==> config.mk <==
export PLATFORM = sky130hd
export DESIGN_NAME = usb_hub_port_change_sequencer_core
export DESIGN_NICKNAME = d
export VERILOG_FILES = /design/src/hw/rtl/uhpcs_pkg.sv /design/src/hw/rtl/uhpcs_dev_tbl.sv /design/src/hw/rtl/uhpcs_seq.sv /design/src/hw/rtl/usb_hub_port_change_sequencer_core.sv
export SDC_FILE = /design/constraint.sdc
export NUM_CORES = 1
export LEC_CHECK = 0
export BUFFER_PORTS_ARGS = -buffer_cell sky130_fd_sc_hd__buf_2
export CAP_MARGIN = 40
export CORE_ASPECT_RATIO = 0.7
export CORE_UTILIZATION = 51
export CTS_CLUSTER_DIAMETER = 200
export DETAILED_ROUTE_END_ITERATION = 10
export MAX_ROUTING_LAYER = met4
export PLACE_DENSITY = 0.78
export SYNTH_ARGS = -nofsm -noshare
export SYNTH_HDL_FRONTEND = slang
export SYNTH_SLANG_ARGS = --single-unit
==> constraint.sdc <==
create_clock -name clk -period 7 [get_ports clk]
set_input_delay 0 -clock clk [delete_from_list [all_inputs] [get_ports clk]]
set_output_delay 0 -clock clk [all_outputs]
set_load 0.05 [all_outputs]
==> src/hw/rtl/uhpcs_pkg.sv <==
// ----------------------------------------------------------------------------
// uhpcs_pkg
// Shared types, codes and helpers of the hub port change sequencer.
// ----------------------------------------------------------------------------
package uhpcs_pkg;

	localparam int MAX_PORTS_DEF  = 15;
	localparam int PORT_W         = 4;
	localparam int ADDR_W         = 7;
	localparam int FEAT_W         = 5;
	localparam int WORD_W         = 16;
	localparam int CFG_DATA_W     = 7;

	localparam logic [PORT_W-1:0] PORT_COUNT_RST  = 4'd4;
	localparam logic [ADDR_W-1:0] HUB_ADDRESS_RST = 7'd1;

	typedef enum logic {
		CFG_PORT_COUNT  = 1'b0,
		CFG_HUB_ADDRESS = 1'b1
	} cfg_idx_t;

	localparam logic [1:0] OP_TICK      = 2'd0;
	localparam logic [1:0] OP_INT_DONE  = 2'd1;
	localparam logic [1:0] OP_CTRL_DONE = 2'd2;

	typedef enum logic [2:0] {
		ACT_INT_READ = 3'd0,
		ACT_GET      = 3'd1,
		ACT_SET      = 3'd2,
		ACT_CLEAR    = 3'd3,
		ACT_CLR_ERR  = 3'd4,
		ACT_ATTACH   = 3'd5,
		ACT_DETACH   = 3'd6,
		ACT_RST_WAIT = 3'd7
	} act_t;

	typedef enum logic [2:0] {
		PH_READ,
		PH_READ_WAIT,
		PH_GET,
		PH_GET_WAIT,
		PH_PARSE,
		PH_SET,
		PH_SET_WAIT
	} phase_t;

	localparam int ST_CONNECT_BIT  = 0;
	localparam int ST_ENABLE_BIT   = 1;
	localparam int ST_LOWSPEED_BIT = 9;
	localparam int CH_CONNECT_BIT  = 0;
	localparam int CH_RESET_BIT    = 4;
	localparam logic [3:0] FEAT_RESET = 4'd4;

	typedef struct packed {
		logic [1:0]        opcode;
		logic              accepted;
		logic              transfer_ok;
		logic [WORD_W-1:0] change_bitmap;
		logic [WORD_W-1:0] status_word;
		logic [WORD_W-1:0] port_change;
		logic [ADDR_W-1:0] free_address;
	} item_t;

	typedef struct packed {
		act_t              action;
		logic [PORT_W-1:0] port;
		logic [FEAT_W-1:0] feature;
		logic [ADDR_W-1:0] device_address;
		logic              ls_flag;
	} res_t;

	typedef struct packed {
		logic              we;
		logic [ADDR_W-1:0] wdata;
	} tbl_req_t;

	function automatic logic [3:0] lowest_bit(input logic [WORD_W-1:0] v);
		logic [3:0] idx;
		idx = '0;
		for (int i = WORD_W - 1; i >= 0; i--) begin
			if (v[i]) begin
				idx = 4'(i);
			end
		end
		return idx;
	endfunction

endpackage

==> src/hw/rtl/uhpcs_dev_tbl.sv <==
// ----------------------------------------------------------------------------
// uhpcs_dev_tbl
// Per-port record of attached device addresses, cleared by reset.
// ----------------------------------------------------------------------------
module uhpcs_dev_tbl import uhpcs_pkg::*; #(
	parameter int MAX_PORTS = MAX_PORTS_DEF
) (
	input  logic              clk,
	input  logic              arst_n,
	input  logic [PORT_W-1:0] port,
	input  tbl_req_t          req,
	output logic [ADDR_W-1:0] rdata
);

	localparam int IDX_W = (MAX_PORTS > 1) ? $clog2(MAX_PORTS) : 1;

	logic [ADDR_W-1:0] addr_q [MAX_PORTS];
	logic [PORT_W-1:0] raw_idx;
	logic [IDX_W-1:0]  idx;

	// Port n lives in entry n-1; anything out of range folds onto entry zero.
	assign raw_idx = port - 4'd1;
	assign idx = (raw_idx < PORT_W'(MAX_PORTS)) ? raw_idx[IDX_W-1:0] : '0;
	assign rdata = addr_q[idx];

	always_ff @(posedge clk or negedge arst_n) begin
		if (!arst_n) begin
			for (int i = 0; i < MAX_PORTS; i++) begin
				addr_q[i] <= '0;
			end
		end else if (req.we) begin
			addr_q[idx] <= req.wdata;
		end
	end

endmodule

==> src/hw/rtl/uhpcs_seq.sv <==
// ----------------------------------------------------------------------------
// uhpcs_seq
// Phase state machine: consumes one event word per step and gives at most
// one result word.
// ----------------------------------------------------------------------------
module uhpcs_seq import uhpcs_pkg::*; #(
	parameter int MAX_PORTS = MAX_PORTS_DEF
) (
	input  logic              clk,
	input  logic              arst_n,
	input  logic              step,
	input  item_t             item,
	input  logic [PORT_W-1:0] port_count,
	input  logic [ADDR_W-1:0] hub_address,
	output logic              res_valid,
	output res_t              res
);

	phase_t            phase_q, phase_d;
	logic [WORD_W-1:0] pend_q, pend_d;
	logic [PORT_W-1:0] cur_q, cur_d;
	logic [WORD_W-1:0] clr_q, clr_d;
	logic [WORD_W-1:0] fset_q, fset_d;
	logic [FEAT_W-1:0] afeat_q, afeat_d;
	logic              aset_q, aset_d;
	logic [2*WORD_W-1:0] saved_q, saved_d;

	tbl_req_t          tbl_req;
	logic [ADDR_W-1:0] tbl_rdata;

	logic [PORT_W-1:0] n_ports;
	logic [WORD_W-1:0] port_mask;
	logic [3:0]        lb_pend, lb_clr, lb_fset;
	logic [PORT_W-1:0] cur_eff;
	logic [WORD_W-1:0] st, ch;
	logic              st_live, do_attach, do_detach;
	logic              is_tick;

	uhpcs_dev_tbl #(
		.MAX_PORTS(MAX_PORTS)
	) u_dev_tbl (
		.clk   (clk),
		.arst_n(arst_n),
		.port  (cur_q),
		.req   (tbl_req),
		.rdata (tbl_rdata)
	);

	always_comb begin
		n_ports = (port_count > PORT_W'(MAX_PORTS)) ? PORT_W'(MAX_PORTS) : port_count;
		for (int i = 0; i < WORD_W; i++) begin
			port_mask[i] = (i != 0) && (i <= int'(n_ports));
		end
		lb_pend = lowest_bit(pend_q);
		lb_clr  = lowest_bit(clr_q);
		lb_fset = lowest_bit(fset_q);
		cur_eff = (cur_q == '0) ? lb_pend : cur_q;
		st      = saved_q[WORD_W-1:0];
		ch      = saved_q[2*WORD_W-1:WORD_W];
		is_tick = (item.opcode == OP_TICK);
		st_live = st[ST_CONNECT_BIT] && st[ST_ENABLE_BIT];
		do_detach = ch[CH_CONNECT_BIT] && !st[ST_CONNECT_BIT];
		do_attach = ch[CH_CONNECT_BIT] ? st_live : (ch[CH_RESET_BIT] && st_live);
	end

	always_comb begin
		phase_d = phase_q;
		pend_d  = pend_q;
		cur_d   = cur_q;
		clr_d   = clr_q;
		fset_d  = fset_q;
		afeat_d = afeat_q;
		aset_d  = aset_q;
		saved_d = saved_q;
		tbl_req = '{we: 1'b0, wdata: '0};
		if (step) begin
			case (phase_q)
				PH_READ: begin
					if (is_tick && item.accepted) begin
						phase_d = PH_READ_WAIT;
					end
				end
				PH_READ_WAIT: begin
					if (item.opcode == OP_INT_DONE) begin
						if (!item.transfer_ok) begin
							phase_d = PH_READ;
						end else begin
							pend_d  = item.change_bitmap & port_mask;
							phase_d = ((item.change_bitmap & port_mask) != '0) ? PH_GET : PH_READ;
						end
					end
				end
				PH_GET: begin
					if (is_tick) begin
						if (cur_q == '0 && pend_q == '0) begin
							phase_d = PH_READ;
						end else begin
							if (cur_q == '0) begin
								cur_d = lb_pend;
								pend_d = pend_q & ~(WORD_W'(1) << lb_pend);
							end
							if (item.accepted) begin
								phase_d = PH_GET_WAIT;
							end
						end
					end
				end
				PH_GET_WAIT: begin
					if (item.opcode == OP_CTRL_DONE) begin
						if (!item.transfer_ok) begin
							phase_d = PH_GET;
						end else begin
							saved_d = {item.port_change, item.status_word};
							phase_d = PH_PARSE;
						end
					end
				end
				PH_PARSE: begin
					if (is_tick) begin
						clr_d = ch;
						if (ch == '0) begin
							cur_d   = '0;
							phase_d = PH_READ;
						end else begin
							phase_d = PH_SET;
							if (ch[CH_CONNECT_BIT] && st[ST_CONNECT_BIT] && !st[ST_ENABLE_BIT]) begin
								fset_d = fset_q | (WORD_W'(1) << FEAT_RESET);
							end
							if (do_detach) begin
								tbl_req = '{we: 1'b1, wdata: '0};
							end else if (do_attach) begin
								tbl_req = '{we: 1'b1, wdata: item.free_address};
							end
						end
					end
				end
				PH_SET: begin
					if (is_tick) begin
						if (clr_q == '0 && fset_q == '0) begin
							phase_d = PH_GET;
						end else begin
							if (clr_q != '0) begin
								clr_d   = clr_q & ~(WORD_W'(1) << lb_clr);
								afeat_d = {1'b1, lb_clr};
								aset_d  = 1'b0;
							end else begin
								fset_d  = fset_q & ~(WORD_W'(1) << lb_fset);
								afeat_d = {1'b0, lb_fset};
								aset_d  = 1'b1;
							end
							phase_d = item.accepted ? PH_SET_WAIT : PH_GET;
						end
					end
				end
				PH_SET_WAIT: begin
					if (item.opcode == OP_CTRL_DONE) begin
						phase_d = PH_SET;
						if (!item.transfer_ok) begin
							if (aset_q) begin
								fset_d = fset_q | (WORD_W'(1) << afeat_q[3:0]);
							end else begin
								clr_d = clr_q | (WORD_W'(1) << afeat_q[3:0]);
							end
						end
					end
				end
				default: begin
					phase_d = PH_READ;
				end
			endcase
		end
	end

	always_comb begin
		res_valid = 1'b0;
		res = '{action: ACT_INT_READ, port: '0, feature: '0,
			device_address: hub_address, ls_flag: 1'b0};
		if (step) begin
			case (phase_q)
				PH_READ: begin
					if (is_tick) begin
						res_valid  = 1'b1;
						res.action = item.accepted ? ACT_INT_READ : ACT_CLR_ERR;
					end
				end
				PH_READ_WAIT: begin
					if (item.opcode == OP_INT_DONE && !item.transfer_ok) begin
						res_valid  = 1'b1;
						res.action = ACT_CLR_ERR;
					end
				end
				PH_GET: begin
					if (is_tick && item.accepted && !(cur_q == '0 && pend_q == '0)) begin
						res_valid  = 1'b1;
						res.action = ACT_GET;
						res.port   = cur_eff;
					end
				end
				PH_GET_WAIT: begin
					if (item.opcode == OP_CTRL_DONE && !item.transfer_ok) begin
						res_valid  = 1'b1;
						res.action = ACT_CLR_ERR;
					end
				end
				PH_PARSE: begin
					if (is_tick && ch != '0) begin
						if (do_detach) begin
							res_valid          = 1'b1;
							res.action         = ACT_DETACH;
							res.port           = cur_q;
							res.device_address = tbl_rdata;
						end else if (do_attach) begin
							res_valid          = 1'b1;
							res.action         = ACT_ATTACH;
							res.port           = cur_q;
							res.device_address = item.free_address;
							res.ls_flag        = st[ST_LOWSPEED_BIT];
						end
					end
				end
				PH_SET: begin
					if (is_tick && item.accepted && (clr_q != '0 || fset_q != '0)) begin
						res_valid = 1'b1;
						res.port  = cur_q;
						if (clr_q != '0) begin
							res.action  = ACT_CLEAR;
							res.feature = {1'b1, lb_clr};
						end else begin
							res.action  = ACT_SET;
							res.feature = {1'b0, lb_fset};
						end
					end
				end
				PH_SET_WAIT: begin
					if (item.opcode == OP_CTRL_DONE) begin
						if (!item.transfer_ok) begin
							res_valid  = 1'b1;
							res.action = ACT_CLR_ERR;
						end else if (aset_q && afeat_q == {1'b0, FEAT_RESET}) begin
							res_valid   = 1'b1;
							res.action  = ACT_RST_WAIT;
							res.port    = cur_q;
							res.feature = {1'b0, FEAT_RESET};
						end
					end
				end
				default: begin
					res_valid = 1'b0;
				end
			endcase
		end
	end

	always_ff @(posedge clk or negedge arst_n) begin
		if (!arst_n) begin
			phase_q <= PH_READ;
			pend_q  <= '0;
			cur_q   <= '0;
			clr_q   <= '0;
			fset_q  <= '0;
			afeat_q <= '0;
			aset_q  <= 1'b0;
			saved_q <= '0;
		end else begin
			phase_q <= phase_d;
			pend_q  <= pend_d;
			cur_q   <= cur_d;
			clr_q   <= clr_d;
			fset_q  <= fset_d;
			afeat_q <= afeat_d;
			aset_q  <= aset_d;
			saved_q <= saved_d;
		end
	end

endmodule

==> src/hw/rtl/usb_hub_port_change_sequencer_core.sv <==
// ----------------------------------------------------------------------------
// usb_hub_port_change_sequencer_core
// Host-side hub port change sequencer with registered input and result.
// ----------------------------------------------------------------------------
// The block takes one event word per clock cycle while in_stall is low and gives
// at most one result word for it. An accepted word is held in the input register
// until the phase state machine works on it, which it does once the output
// register is empty or being taken; the result is then written into the output
// register, from which it is offered.
// The rate of one word per cycle is set by that single step between the input
// and output registers; a stalled result holds the input register, and the
// input side stalls only when both registers are full.
module usb_hub_port_change_sequencer_core import uhpcs_pkg::*; #(
	parameter int MAX_PORTS = MAX_PORTS_DEF
) (
	input  logic                  clk,
	input  logic                  arst_n,
	input  logic                  in_valid,
	output logic                  in_stall,
	input  logic [1:0]            opcode,
	input  logic                  accepted,
	input  logic                  transfer_ok,
	input  logic [WORD_W-1:0]     change_bitmap,
	input  logic [WORD_W-1:0]     status_word,
	input  logic [WORD_W-1:0]     port_change,
	input  logic [ADDR_W-1:0]     free_address,
	output logic                  out_valid,
	input  logic                  out_stall,
	output logic [2:0]            action,
	output logic [PORT_W-1:0]     port,
	output logic [FEAT_W-1:0]     feature,
	output logic [ADDR_W-1:0]     device_address,
	output logic                  ls_flag,
	input  logic                  cfg_valid,
	output logic                  cfg_ready,
	input  logic                  cfg_index,
	input  logic [CFG_DATA_W-1:0] cfg_data
);

	logic              valid_s1;
	item_t             item_s1;
	logic              adv;
	logic              step;
	logic              res_valid;
	res_t              res;
	logic              out_valid_q;
	res_t              out_q;
	logic [PORT_W-1:0] port_count_q;
	logic [ADDR_W-1:0] hub_address_q;

	assign adv       = !out_valid_q || !out_stall;
	assign step      = valid_s1 && adv;
	assign in_stall  = valid_s1 && !adv;
	assign cfg_ready = 1'b1;

	always_ff @(posedge clk or negedge arst_n) begin
		if (!arst_n) begin
			port_count_q  <= PORT_COUNT_RST;
			hub_address_q <= HUB_ADDRESS_RST;
		end else if (cfg_valid) begin
			case (cfg_idx_t'(cfg_index))
				CFG_PORT_COUNT:  port_count_q  <= cfg_data[PORT_W-1:0];
				CFG_HUB_ADDRESS: hub_address_q <= cfg_data[ADDR_W-1:0];
				default: port_count_q <= port_count_q;
			endcase
		end
	end

	always_ff @(posedge clk or negedge arst_n) begin
		if (!arst_n) begin
			valid_s1 <= 1'b0;
		end else if (!in_stall) begin
			valid_s1 <= in_valid;
		end
	end

	always_ff @(posedge clk) begin
		if (!in_stall && in_valid) begin
			item_s1 <= '{opcode: opcode, accepted: accepted, transfer_ok: transfer_ok,
				change_bitmap: change_bitmap, status_word: status_word,
				port_change: port_change, free_address: free_address};
		end
	end

	uhpcs_seq #(
		.MAX_PORTS(MAX_PORTS)
	) u_seq (
		.clk        (clk),
		.arst_n     (arst_n),
		.step       (step),
		.item       (item_s1),
		.port_count (port_count_q),
		.hub_address(hub_address_q),
		.res_valid  (res_valid),
		.res        (res)
	);

	always_ff @(posedge clk or negedge arst_n) begin
		if (!arst_n) begin
			out_valid_q <= 1'b0;
		end else if (adv) begin
			out_valid_q <= step && res_valid;
		end
	end

	always_ff @(posedge clk) begin
		if (step && res_valid) begin
			out_q <= res;
		end
	end

	assign out_valid      = out_valid_q;
	assign action         = out_q.action;
	assign port           = out_q.port;
	assign feature        = out_q.feature;
	assign device_address = out_q.device_address;
	assign ls_flag        = out_q.ls_flag;

	a_result_kept: assert property (@(posedge clk) disable iff (!arst_n)
		step && res_valid |=> out_valid)
		else $error("result word was dropped");

	a_stall_only_full: assert property (@(posedge clk) disable iff (!arst_n)
		in_stall |-> valid_s1 && out_valid && out_stall)
		else $error("input stalled while a register was free");

	a_no_repeat: assert property (@(posedge clk) disable iff (!arst_n)
		out_valid && !out_stall && !valid_s1 |=> !out_valid)
		else $error("result word repeated");

endmodule

==> flow_metrics.env <==
export IMPL_run_status="finished, final reports clean"
export IMPL_post_route_drc_count=0
export IMPL_dpl_hpwl_um=24430
export IMPL_die_w_um=192.1
export IMPL_p_leak_nw=6.119
export IMPL_nNetsFinal=1507
export IMPL_regToRegSetupSlack_ns=2.87
export IMPL_grt_pass1_wl_um=58980
export IMPL_final_common_cell="nand2_1"
export IMPL_p_comb_share_pct=36.2
export IMPL_drt_iter0_markers=1734
export IMPL_power_frac_seq_pct=37.5
export IMPL_finalCritPeriodShare_pct=58.99
export IMPL_first_global_vias=10560
export IMPL_critPathRequiredTime_ns=7.27
export IMPL_min_to="item_s1[7]$_DFFE_PP_"
export IMPL_internal_power_mw=3.215
export IMPL_async_flop_share_pct=75.29
export IMPL_wirelength_um=37130
export IMPL_synth_area_leaders="dfrtp_1 38%, edfxtp_1 15%, nand2_1 6.7%"
export IMPL_synthFlopType="dfrtp_1"
export IMPL_fmax_mhz=242.2
export IMPL_slew_viol_final=0
export IMPL_placed_area_sq_um=13510
export IMPL_postCtsResizedCells=0
export IMPL_hp_start="port_change[0]"
export IMPL_antenna_left=0
export IMPL_path_max_fanout=22
export IMPL_worstPathArrival_ns=4.40
export IMPL_overflow=0
export IMPL_clockBufferDepth=3
export IMPL_synth_seq_cells=263
export IMPL_synth_top_area_cell="dfrtp_1"
export IMPL_fin_crit_ns=4.129
export IMPL_tightest_slew_ns=0.9179
export IMPL_cts_repair_timing_setup_buffer_count=0
export IMPL_cts_tree="yes"
export IMPL_setup_tns_ns=0
export IMPL_syn_area_sq_um=12910
export IMPL_drive_gt1_share_pct=14.33
export IMPL_startpoint="u_seq.cur_q[0]$_DFFE_PN0P_"
export IMPL_clk_pin_slew_worst_paths_ns=0.07
export IMPL_avgSynthCellArea_sq_um=9.763
export IMPL_rows=48
export IMPL_gp_congestion=0.9954
export IMPL_crit_slowest_cell="a21o_1"
export IMPL_ys_seq_area_share_pct=53.53
export IMPL_worst_path_buf_inv=1
export IMPL_hold_buffers=68
export IMPL_diodes=0
export IMPL_dieHeight_um=135.1
export IMPL_final_hold_viol_count=0
export IMPL_slowest_delay_ns=0.77
export IMPL_cpLargestDelayFamily="compound AO/OA/AOI/OAI gates"
export IMPL_synth_net_count=1397
export IMPL_coreArea_sq_um=24740
export IMPL_fp_dieArea_sq_um=25960
export IMPL_ys_types=87
export IMPL_track_usage_pct=30.42
export IMPL_slew_headroom_pct=38.81
export IMPL_worst_setup_path_start_kind="register"
export IMPL_hold_path_depth=2
export IMPL_synthCells=1322
export IMPL_rsz0062_at_grt="false"
export IMPL_final_area_sq_um=15060
export IMPL_yosysWarningCount=0
export IMPL_synth_top_area_share_pct=38.00
export IMPL_most_common_layout_cells="231 x nand2_1, 196 x dfrtp_1, 152 x o21ai_0"
export IMPL_setup_viol=0
export IMPL_vias_per_cell=6.346
export IMPL_cp_end_kind="register"
export IMPL_wl_per_cell_um=20.89
export IMPL_clk_root_buffer_cell="clkbuf_16"
export IMPL_clk_latency_ns=0.55
export IMPL_cts_htree_levels=1
export IMPL_synth_edf_count=65
export IMPL_power_density_nw_per_um2=357.7
export IMPL_pwr_share_clk_pct=26.3
export IMPL_worst_slack_ns=2.871
export IMPL_worst_setup_path_type="register to register"
export IMPL_finalNonFillerCells=1777
export IMPL_first_pass_iters=5
export IMPL_p_sw_share_pct=40.31
export IMPL_rr_worst_depth=8
export IMPL_dp_cells=1661
export IMPL_hold_class="primary input to register"
export IMPL_drv_cap=0
export IMPL_antenna_found_initial=0
export IMPL_num_vias=11280
export IMPL_numPortBuffers=79
export IMPL_cts_sinks=263
export IMPL_ir_drop_mv=0.2564
export IMPL_start_util_pct=52.16
export IMPL_switching_power_mw=2.171
export IMPL_cts_inserted_buffers=26
export IMPL_post_place_ws_ns=3.017
export IMPL_syn2layout_area_growth_pct=16.68
export IMPL_fin_worst_skew_ns=0.02248
export IMPL_cp_cell_sequence="inv_1, ha_1, nor2b_1, a21o_1, mux2i_1, o21ai_0, a2111oi_0, o211ai_1"
export IMPL_grt_max_degree=69
export IMPL_finalPower_mw=5.387
export IMPL_r2r_start="u_seq.cur_q[0]$_DFFE_PN0P_"
export IMPL_r2r_end="device_address[1]$_DFFE_PP_"
export IMPL_io_pins=95
[Yosys cell counts, drive strengths merged, types with 12 or more instances]
cell / number
nand2: 231
dfrtp: 196
o21ai: 163
nor2: 81
a21oi: 78
edfxtp: 65
clkbuf: 45
buf: 39
nand3: 37
mux2: 30
a31oi: 29
nor4: 23
inv: 19
nand4: 19
nor3: 19
o221ai: 19
o211ai: 16
nand2b: 14
or4: 13
nor2b: 12
[how the worst max path moves through the flow]
stage / end / slack [ns] / depth (start not counted)
global route: device_address[1]$_DFFE_PP_ / 2.61 / 8
floorplan: action[0]$_SDFFCE_PN0P_ / 3.78 / 13
CTS: device_address[1]$_DFFE_PP_ / 2.96 / 8
detailed placement: device_address[1]$_DFFE_PP_ / 3.02 / 8
global placement: device_address[1]$_DFFE_PP_ / 3.05 / 8
finish: device_address[1]$_DFFE_PP_ / 2.87 / 8
[flip-flops by register name (all words and copies together) (netlist names)]
register and flops:
out_valid 1, feature 5, valid_s1 1, u_seq.aset_q 1, u_seq.clr_q 16, u_seq.cur_q 4, u_seq.saved_q 19, u_seq.fset_q 16
hub_address_q 7, item_s1 45, u_seq.u_dev_tbl.addr_q 105, ls_flag 1, u_seq.pend_q 16, u_seq.phase_q 3, device_address 7, port_count_q 4
u_seq.afeat_q 5, action 3, port 4
[per-layer routing]
layer | GRT usage [%] | routed length, um
met5 | - | 0
met1 | 45.40 | 16530
met4 | 6.780 | 735
met2 | 41.43 | 15490
met3 | 7.692 | 4371
[power by group through the flow]
| stage | Combinational [mW] | Sequential [mW] | Clock [mW] |
|---|---|---|---|
| 3_3_place_gp | 1.77 | 2.02 | 0 |
| 5_1_grt | 2.10 | 2.04 | 1.50 |
| 4_1_cts | 1.88 | 2.00 | 1.43 |
| 2_1_floorplan | 1.37 | 1.93 | 0 |
| 3_5_place_dp | 1.83 | 2.03 | 0 |
| 6_report | 1.95 | 2.02 | 1.42 |
[kinds of logic after synthesis]
logic type | count (synthesis) | synth area share, %
adders and majority gates | 3 | 0.2909
DFF | 263 | 53.53
other | 1 | 0.02906
buffers and inverters | 103 | 3.839
and+or+nand+nor | 501 | 18.80
muxes | 33 | 2.850
AOI/OAI and AO/OA | 415 | 20.46
xor gates and xnor gates | 3 | 0.2036
[area by class of cell]
| cell class | count | area [sq um] |
|---|---|---|
| clock buffers | 36 | 728.2 |
| clock inverters | 12 | 138.9 |
| fillers | 1994 | 9684 |
| inverters | 19 | 71.32 |
| multi-input cells | 956 | 5517 |
| flip-flops and latches | 263 | 6909 |
| well taps | 325 | 406.6 |
| repair buffers | 166 | 1289 |
[metrics by stage]
stage | util [%] | hold slack (ns)
after global placement | 54.15 | 0.03061
after floorplan | - | -0.2956
after detailed placement | 54.61 | 0.02645
after global routing | 60.86 | 0.1426
after CTS | 60.86 | 0.1310
final | 60.86 | 0.1516
No activity file was read; power rests on OpenSTA's default activity.
